$ cat config.mk
export PLATFORM = sky130hd
export DESIGN_NAME = shutter_drive_stall_guard
export DESIGN_NICKNAME = d
export VERILOG_FILES = /design/src/sdsg_pkg.sv /design/src/shutter_drive_stall_guard.sv /design/src/sdsg_cfg.sv /design/src/sdsg_guard.sv
export SDC_FILE = /design/constraint.sdc
export NUM_CORES = 1
export LEC_CHECK = 0
export ABC_AREA = 1
export BUFFER_PORTS_ARGS = -buffer_cell sky130_fd_sc_hd__buf_2
export CAP_MARGIN = 10
export CORE_ASPECT_RATIO = 0.5
export CORE_UTILIZATION = 40
export DETAILED_ROUTE_END_ITERATION = 8
export GPL_ROUTABILITY_DRIVEN = 0
export GPL_TIMING_DRIVEN = 0
export PLACE_DENSITY = 0.65
export SLEW_MARGIN = 15
export SYNTH_ARGS = -nofsm -noshare
export SYNTH_HDL_FRONTEND = slang
export SYNTH_HIERARCHICAL = 1
export SYNTH_SLANG_ARGS = --single-unit
$ cat constraint.sdc
create_clock -name clk -period 6.4 [get_ports clk]
set_input_delay 1.28 -clock clk [delete_from_list [all_inputs] [get_ports clk]]
set_output_delay 1.28 -clock clk [all_outputs]
set_load 0.005 [all_outputs]
$ cat src/sdsg_pkg.sv
// Shared types, codes and reset values for the shutter drive stall guard.
package sdsg_pkg;

  localparam int TIME_WIDTH_DEF = 32;
  localparam int TIMEOUT_W      = 32;
  localparam int LIMIT_W        = 4;
  localparam int CFG_IDX_W      = 2;
  localparam int CFG_DATA_W     = 32;
  localparam int OUT_W          = 16;

  // Drive direction codes
  localparam logic [1:0] DIR_STOP  = 2'd0;
  localparam logic [1:0] DIR_OPEN  = 2'd1;
  localparam logic [1:0] DIR_CLOSE = 2'd2;

  // Limit switch codes
  localparam logic [1:0] LIM_OPEN    = 2'd0;
  localparam logic [1:0] LIM_CLOSED  = 2'd1;
  localparam logic [1:0] LIM_UNKNOWN = 2'd3;

  // Configuration register indexes
  localparam logic [CFG_IDX_W-1:0] CFG_ARRIVAL_TIMEOUT = 2'd0;
  localparam logic [CFG_IDX_W-1:0] CFG_RETRY_LIMIT     = 2'd1;

  localparam logic [TIMEOUT_W-1:0] TIMEOUT_RST = 32'd10000;
  localparam logic [LIMIT_W-1:0]   LIMIT_RST   = 4'd3;
  localparam logic [LIMIT_W-1:0]   RETRY_MAX   = 4'd15;

  typedef struct packed {
    logic [TIMEOUT_W-1:0] arrival_timeout;
    logic [LIMIT_W-1:0]   retry_limit;
  } cfg_t;

  typedef struct packed {
    logic                latched;
    logic [LIMIT_W-1:0]  stall_retries;
    logic [7:0]          drive_duty;
    logic [1:0]          drive_direction;
  } res_t;

  function automatic logic at_end(input logic [1:0] dir, input logic [1:0] lim);
    at_end = (dir == DIR_OPEN && lim == LIM_OPEN) ||
             (dir == DIR_CLOSE && lim == LIM_CLOSED);
  endfunction

endpackage

$ cat src/shutter_drive_stall_guard.sv
// Top level of the shutter drive stall guard: stream ports, beat registers and guard.
// The guard is one pass of compare and subtract logic. An accepted poll waits in the
// input beat register, then enters the result register when that is empty or draining.
// Throughput: one poll per cycle, unless a stalled result side holds the polls back.
// Reset (rst_n, synchronous, active low): both beat registers empty, direction stop,
// window start and retry count zero, timeout 10000 ms and retry limit 3.
module shutter_drive_stall_guard #(
  parameter int TIME_WIDTH = sdsg_pkg::TIME_WIDTH_DEF
) (
  input  logic                                clk,
  input  logic                                rst_n,
  // Poll beats. tdata from bit 0: dir_cmd[7:0], duty[7:0], limit_state[1:0],
  // now_time[TIME_WIDTH-1:0], zero padding to a whole byte.
  input  logic                                in_tvalid,
  output logic                                in_tready,
  input  logic [((18 + TIME_WIDTH + 7) / 8) * 8 - 1:0] in_tdata,
  // Result beats. tdata from bit 0: drive_direction[1:0], drive_duty[7:0],
  // stall_retries[3:0], latched, one bit of zero padding.
  output logic                                out_tvalid,
  input  logic                                out_tready,
  output logic [sdsg_pkg::OUT_W-1:0]          out_tdata,
  // Configuration writes: index 0 arrival_timeout, index 1 retry_limit.
  input  logic                                cfg_valid,
  output logic                                cfg_ready,
  input  logic [sdsg_pkg::CFG_IDX_W-1:0]      cfg_index,
  input  logic [sdsg_pkg::CFG_DATA_W-1:0]     cfg_data
);

  localparam int IN_W = ((18 + TIME_WIDTH + 7) / 8) * 8;

  sdsg_pkg::cfg_t cfg;
  sdsg_pkg::res_t res;

  logic                        in_valid_r;
  logic [IN_W-1:0]             in_data_r;
  logic                        out_valid_r;
  logic [sdsg_pkg::OUT_W-1:0]  out_data_r;
  logic                        advance;

  // The result register may take a new beat when it is empty or being drained;
  // the input register refills whenever its content moves on.
  assign advance   = !out_valid_r || out_tready;
  assign in_tready = !in_valid_r || advance;

  sdsg_cfg u_cfg (
    .clk       (clk),
    .rst_n     (rst_n),
    .cfg_valid (cfg_valid),
    .cfg_ready (cfg_ready),
    .cfg_index (cfg_index),
    .cfg_data  (cfg_data),
    .cfg       (cfg)
  );

  // The guard state moves exactly once per poll, as the poll enters the result register.
  sdsg_guard #(
    .TIME_WIDTH (TIME_WIDTH)
  ) u_guard (
    .clk           (clk),
    .rst_n         (rst_n),
    .step          (in_valid_r && advance),
    .dir_cmd       (in_data_r[7:0]),
    .duty          (in_data_r[15:8]),
    .limit_state   (in_data_r[17:16]),
    .now_time      (in_data_r[18 +: TIME_WIDTH]),
    .cfg           (cfg),
    .res           (res)
  );

  always_ff @(posedge clk) begin
    if (!rst_n) begin
      in_valid_r  <= 1'b0;
      out_valid_r <= 1'b0;
    end else begin
      if (in_tready) begin
        in_valid_r <= in_tvalid;
      end
      if (advance) begin
        out_valid_r <= in_valid_r;
      end
    end
  end

  // Payload registers carry no reset.
  always_ff @(posedge clk) begin
    if (in_tvalid && in_tready) begin
      in_data_r <= in_tdata;
    end
    if (in_valid_r && advance) begin
      out_data_r <= {1'b0, res};
    end
  end

  assign out_tvalid = out_valid_r;
  assign out_tdata  = out_data_r;

endmodule

$ cat src/sdsg_cfg.sv
// Configuration register file: arrival timeout and retry limit.
module sdsg_cfg (
  input  logic                              clk,
  input  logic                              rst_n,
  input  logic                              cfg_valid,
  output logic                              cfg_ready,
  input  logic [sdsg_pkg::CFG_IDX_W-1:0]    cfg_index,
  input  logic [sdsg_pkg::CFG_DATA_W-1:0]   cfg_data,
  output sdsg_pkg::cfg_t                    cfg
);

  sdsg_pkg::cfg_t cfg_r;

  assign cfg_ready = 1'b1;
  assign cfg       = cfg_r;

  always_ff @(posedge clk) begin
    if (!rst_n) begin
      cfg_r.arrival_timeout <= sdsg_pkg::TIMEOUT_RST;
      cfg_r.retry_limit     <= sdsg_pkg::LIMIT_RST;
    end else if (cfg_valid) begin
      case (cfg_index)
        sdsg_pkg::CFG_ARRIVAL_TIMEOUT: begin
          cfg_r.arrival_timeout <= cfg_data[sdsg_pkg::TIMEOUT_W-1:0];
        end
        sdsg_pkg::CFG_RETRY_LIMIT: begin
          cfg_r.retry_limit <= cfg_data[sdsg_pkg::LIMIT_W-1:0];
        end
        default: begin
        end
      endcase
    end
  end

endmodule

$ cat src/sdsg_guard.sv
// Stall guard state and the per-poll decision logic.
module sdsg_guard #(
  parameter int TIME_WIDTH = sdsg_pkg::TIME_WIDTH_DEF
) (
  input  logic                   clk,
  input  logic                   rst_n,
  input  logic                   step,
  input  logic [7:0]             dir_cmd,
  input  logic [7:0]             duty,
  input  logic [1:0]             limit_state,
  input  logic [TIME_WIDTH-1:0]  now_time,
  input  sdsg_pkg::cfg_t         cfg,
  output sdsg_pkg::res_t         res
);

  localparam int CMP_W = (TIME_WIDTH > sdsg_pkg::TIMEOUT_W) ? TIME_WIDTH : sdsg_pkg::TIMEOUT_W;

  logic [1:0]                    active_dir_r, active_dir_nxt;
  logic [TIME_WIDTH-1:0]         window_start_r, window_start_nxt;
  logic [sdsg_pkg::LIMIT_W-1:0]  retries_r, retries_nxt;

  logic [1:0]                    req, cdir, odir;
  logic [7:0]                    cduty, oduty;
  logic [TIME_WIDTH-1:0]         elapsed;
  logic                          timed_out;
  logic                          latched_pre;
  logic [sdsg_pkg::LIMIT_W-1:0]  retries_inc;

  always_comb begin
    if (dir_cmd == 8'd0) begin
      req = sdsg_pkg::DIR_STOP;
    end else if (dir_cmd[7]) begin
      req = sdsg_pkg::DIR_CLOSE;
    end else begin
      req = sdsg_pkg::DIR_OPEN;
    end

    cdir  = req;
    cduty = duty;
    if (req == sdsg_pkg::DIR_STOP || duty == 8'd0 ||
        limit_state == sdsg_pkg::LIM_UNKNOWN || sdsg_pkg::at_end(req, limit_state)) begin
      cdir  = sdsg_pkg::DIR_STOP;
      cduty = 8'd0;
    end

    elapsed     = now_time - window_start_r;
    timed_out   = CMP_W'(elapsed) >= CMP_W'(cfg.arrival_timeout);
    latched_pre = retries_r >= cfg.retry_limit;
    retries_inc = (retries_r == sdsg_pkg::RETRY_MAX) ? retries_r
                                                     : retries_r + sdsg_pkg::LIMIT_W'(1);

    active_dir_nxt   = active_dir_r;
    window_start_nxt = window_start_r;
    retries_nxt      = retries_r;
    odir             = sdsg_pkg::DIR_STOP;
    oduty            = 8'd0;

    if (cdir != active_dir_r) begin
      if (cdir != sdsg_pkg::DIR_STOP || sdsg_pkg::at_end(active_dir_r, limit_state)) begin
        // New direction taken over: fresh window, retries cleared.
        active_dir_nxt   = cdir;
        window_start_nxt = now_time;
        retries_nxt      = '0;
        odir             = cdir;
        oduty            = cduty;
      end else if (limit_state == sdsg_pkg::LIM_UNKNOWN) begin
        if (!latched_pre && timed_out) begin
          retries_nxt      = retries_inc;
          window_start_nxt = now_time;
        end
      end else begin
        window_start_nxt = now_time;
      end
    end else if (!latched_pre) begin
      if (cdir != sdsg_pkg::DIR_STOP && !sdsg_pkg::at_end(cdir, limit_state) && timed_out) begin
        retries_nxt      = retries_inc;
        window_start_nxt = now_time;
      end else begin
        odir  = cdir;
        oduty = cduty;
      end
    end

    if (odir == sdsg_pkg::DIR_STOP) begin
      oduty = 8'd0;
    end

    res.drive_direction = odir;
    res.drive_duty      = oduty;
    res.stall_retries   = retries_nxt;
    res.latched         = retries_nxt >= cfg.retry_limit;
  end

  always_ff @(posedge clk) begin
    if (!rst_n) begin
      active_dir_r   <= sdsg_pkg::DIR_STOP;
      window_start_r <= '0;
      retries_r      <= '0;
    end else if (step) begin
      active_dir_r   <= active_dir_nxt;
      window_start_r <= window_start_nxt;
      retries_r      <= retries_nxt;
    end
  end

endmodule
; ---- After elaboration in Yosys (flattened, before gate mapping)
; Cells that the tools add are included.
[totals]
regBits = 141
latch_bits = 0
ram_bits = 0
rom_bits = 0
output_inout_bits = 19
mem_count = 0
[classes]
addsub = 2
mul = 0
n_div = 0
magnitude_cmp = 3
n_eq_ne = 13
shifts = 0
n_mux = 25
n_bitwise = 0
reduce_logical = 36
[ops]
columns = op, count
row1 = 32-bit two-way mux, 6
row2 = 8-bit two-way mux, 5
row3 = 32-bit >= comparator, 1
row4 = 32-bit subtractor, 1
row5 = 4-bit two-way mux, 7
row6 = 8-bit logical NOT, 2
row7 = 2-bit two-way mux, 7
row8 = 1-bit logical AND, 11
row9 = 2-bit by 1-bit == test with 1-bit output (second input constant), 5
row10 = 1-bit logical OR, 9
row11 = 2-bit == test (second input constant), 4
row12 = 4-bit >= comparator, 2
row13 = 2-bit logical NOT, 4
row14 = 4-bit by 1-bit adder with 4-bit output (second input constant), 1
row15 = 4-bit == test (second input constant), 1
row16 = 1-bit logical NOT, 4
row17 = 4-bit inequality test (second input constant), 1
row18 = 2-bit AND reduction, 2
row19 = 4-bit AND reduction, 1
row20 = 2-bit nonzero test, 2
row21 = 3-bit AND reduction, 1
row22 = 2-bit inequality test, 1
row23 = 2-bit inequality test (second input constant), 1

; ---- Logic depth before layout (Yosys ltp)
[logic_depth]
depth_word = 17
mapped_depth = 31
ltp_nobuf = 30

; ---- Modules after synthesis
; The synthesis kept the hierarchy.
[modules_own_cells]
columns = mod, n_inst, cells_per_inst, area_each_um2, seq_area_each_um2
row1 = sdsg_guard, 1, 815, 4981.0, 760.7
row2 = shutter_drive_stall_guard, 1, 80, 2058.2, 1991.9
row3 = sdsg_cfg, 1, 225, 1599.0, 720.7

; ---- Least setup slack after synthesis
; No wires, ideal clock.
[synth_path]
path_type = register -> register
from = reg in_data_r[18]
to = reg out_data_r, in the netlist out_tdata[14] (data pin)
setup_time_ns = 0.265
arrival_time_ns = 3.842
setup_slack_ns = 2.294
stages_incl_launch_ff = 32
period_less_slack_ns = 4.106
cell_sequence = edfxtp_1 -> inv_1 -> ha_1 -> inv_1 -> fa_1 -> nand3_1 -> nand2_1 -> a31oi_1 -> o21ai_1 -> a21boi_0 -> o21ai_1 -> nand2_1 -> nand2_1 -> nand2_1 -> nand2_1 -> ha_1 -> nand2_1 -> o21ai_1 -> nand2_1 -> o211ai_1 -> nor2_1 -> nand2_2 -> buf_6 -> nand2_2 -> nand3_1 -> nand3_1 -> nand2_1 -> ha_1 -> inv_1 -> nor2_1 -> o211ai_1 -> nand3_1
[synth_rtl]
columns = item, line_no
row1 = start: declaration, shutter_drive_stall_guard.sv:35  ; logic [IN_W-1:0] in_data_r;
row2 = start signal: assignment, shutter_drive_stall_guard.sv:87  ; in_data_r <= in_tdata;
row3 = end signal: assignment, shutter_drive_stall_guard.sv:90  ; out_data_r <= {1'b0, res};
row4 = end: declaration, shutter_drive_stall_guard.sv:37  ; logic [sdsg_pkg::OUT_W-1:0] out_data_r;

==> impl_metrics.env <==
export IMPL_powerDensity_nw_per_um2=277
export IMPL_post_cts_resized=0
export IMPL_layout_drive_gt1_share=0.148
export IMPL_dp_hpwl_mm=15.8
export IMPL_cp_start_kind="register"
export IMPL_slowest_delay_ns=0.40
export IMPL_skew_ns=0.00795
export IMPL_synth_ff_latch_count=141
export IMPL_cp_end_kind="register"
export IMPL_insertion_delay_ns=0.44
export IMPL_die_area_um2=22200
export IMPL_cts_root_buf="clkbuf_16"
export IMPL_yosysSeqAreaShare=0.402
export IMPL_grt_pass1_wl_mm=32.7
export IMPL_synthFlopType="dfxtp_1"
export IMPL_antenna_found_initial=0
export IMPL_area_growth_pct=17.4
export IMPL_cts_max_level=4
export IMPL_synth_area_per_cell_um2=7.71
export IMPL_outcome="completed"
export IMPL_fin_crit_ns=4.93
export IMPL_cts_path_max_buffers=2
export IMPL_crit_top_cell="nand2_1"
export IMPL_ir_drop_mv=0.141
export IMPL_detail_route_wl_per_cell_um=13.1
export IMPL_worst_slew_pin_slew_ns=0.755
export IMPL_coreArea_um2=20800
export IMPL_max_cap_violations=0
export IMPL_grt_max_degree=39
export IMPL_postRouteAntennaNets=0
export IMPL_drv_slew=0
export IMPL_cts_tree="done"
export IMPL_n_antenna_cell=0
export IMPL_critical_path_depth=31
export IMPL_die_h_um=106
export IMPL_via_per_inst=4.97
export IMPL_hp_class="reg -> reg"
export IMPL_synth_area_leaders="edfxtp_1, dfxtp_1, ha_1, nand2_1, inv_1"
export IMPL_finalSetupTns_ns=0
export IMPL_yosys_area_top_type_share=0.226
export IMPL_routed_wl_mm=20.0
export IMPL_fin_nets=1413
export IMPL_crit_fanout=10
export IMPL_worst_path_max_delay_cell="fa_1"
export IMPL_netlist_area_um2=8640
export IMPL_slew_headroom=0.497
export IMPL_fp_row_count=37
export IMPL_drc=0
export IMPL_ys_warn_count=6
export IMPL_fillers=2046
export IMPL_hold_depth=2
export IMPL_hold_viol=0
export IMPL_path_clk_slew_ns=0.06
export IMPL_initial_core_util=0.415
export IMPL_placed_cell_area_um2=9540
export IMPL_pin_count=114
export IMPL_syn_num_nets=1288
export IMPL_syn_inst=1120
export IMPL_gr_total_overflow=0
export IMPL_p_leak_nw=4.78
export IMPL_ctsHoldBuffers=0
export IMPL_cp_required_ns=6.58
export IMPL_portBuffers=104
export IMPL_grt_pass1_vias=7144
export IMPL_grt_setup_unrepaired="no"
export IMPL_initialDrtViolationCount=436
export IMPL_cts_sinks=141
export IMPL_via_count=7610
export IMPL_setup_violations=0
export IMPL_worst_path_buf_inv=5
export IMPL_grt_use_total=0.187
export IMPL_crit_arrival_ns=5.12
export IMPL_min_period_over_period=0.771
export IMPL_drtPass1Iterations=5
export IMPL_final_cell_area_um2=10100
export IMPL_cts_setup_buffers=0
export IMPL_async_reset_ff_frac=0
export IMPL_synth_area_leader_cell="edfxtp_1"
export IMPL_path_class="reg -> reg"
export IMPL_die_x_um=210
export IMPL_numCtsBuffers=17
export IMPL_reg2regPathDepth=31
export IMPL_fmax_mhz=203
export IMPL_synth_edf_count=65
export IMPL_synth_cell_types=43
export IMPL_cp_top_family="simple AND/OR/NAND/NOR gates"
-- cell families after synthesis --
family	synth area share
XOR/XNOR	0.0324
buffers and inverters	0.114
other	0.000869
adder cells (fa/ha/maj)	0.107
AND/OR/NAND/NOR	0.248
flip-flops	0.402
AO/OA/AOI/OAI	0.0955
-- through the flow --
step	utilization	hold slack, ns	setup WS [ns]	std cells	power [W]
2_1_floorplan	-	0.429	2.29	1120	0.00162
3_3_place_gp	0.456	0.454	1.62	1497	0.00179
3_5_place_dp	0.458	0.452	1.51	1499	0.00182
4_1_cts	0.487	0.467	1.49	1530	0.00284
5_1_grt	0.487	0.494	1.15	1530	0.00299
6_report	0.487	0.466	1.47	1530	0.00281
-- flip-flops by register name (all words and copies together) (netlist names) --
name	count
in_valid_r	1
u_guard/window_start_r	32
u_guard/active_dir_r	2
out_tvalid	1
out_tdata	15
u_cfg/cfg	36
u_guard/retries_r	4
in_data_r	50
-- layout make-up --
type | count | area (um^2) | share of cell area
Buffer | 40 | 256 | 0.0253
Clock buffer | 23 | 532 | 0.0524
Clock inverter | 8 | 75.1 | 0.00740
Inverter | 195 | 732 | 0.0722
Multi-Input combinational cell | 744 | 4180 | 0.412
Sequential cell | 141 | 3470 | 0.342
Tap cell | 273 | 342 | 0.0337
Timing Repair Buffer | 106 | 552 | 0.0544
-- routing by layer --
metal  part of all wire  global-route usage  wire, um  up-vias
li1                   -                   -         -     3899
met1               0.47               0.240      9480     3482
met2               0.45               0.305      9030      193
met3              0.057              0.0464      1140       36
met4              0.019              0.0699       374        0
met5                  0                   0         0        -
-- cell usage in the layout (no fill, tap or decap), types with 4 or more instances in the layout --
cell type,Yosys,routed
clkbuf_1,6,7
a21oi_1,83,82
nand2_2,4,4
xor2_1,26,26
dfxtp_1,76,76
nand4_1,47,47
xnor2_1,6,6
clkbuf_16,0,20
nor4_1,4,4
buf_6,10,11
edfxtp_1,65,65
nor2_1,155,155
buf_2,16,120
nand2_1,196,196
a21o_1,10,10
o21ai_0,22,22
nor3_1,8,8
inv_1,189,188
inv_2,4,5
ha_1,72,72
nand3_1,69,69
o21ai_1,6,6
buf_1,5,5
o21bai_1,7,7
-- worst min-delay path, stage by stage, from the launching register on --
cell and delay, ns:
dfxtp_1 0.33, nand2_1 0.05, nand3_1 0.06
-- synthesized netlist by cell type (5+ instances only) --
cell type and number:
nand2_1 196, inv_1 189, nor2_1 155, a21oi_1 83, dfxtp_1 76, ha_1 72
nand3_1 69, edfxtp_1 65, nand4_1 47, xor2_1 26, o21ai_0 22, buf_2 16
a21o_1 10, buf_6 10, nor3_1 8, o21bai_1 7, clkbuf_1 6, o21ai_1 6
xnor2_1 6, buf_1 5
-- worst paths after layout --
kind | slack [ns] | endpoint | from
setup / recovery | 1.47 | out_tdata[14] | in_data_r[18]
hold / removal | 0.47 | u_cfg/cfg[8] | u_cfg/cfg[8]
setup reg to reg | 1.47 | out_tdata[14] | in_data_r[18]
hold reg to reg | 0.47 | u_cfg/cfg[8] | u_cfg/cfg[8]
-- power breakdown --
part	internal, W	total, W	switching (W)
Combinational	0.000297	0.000759	0.000462
Clock	0.000622	0.00100	0.000382
Sequential	0.00101	0.00105	0.0000337
Note: power is estimated with default switching activity, not from simulation.
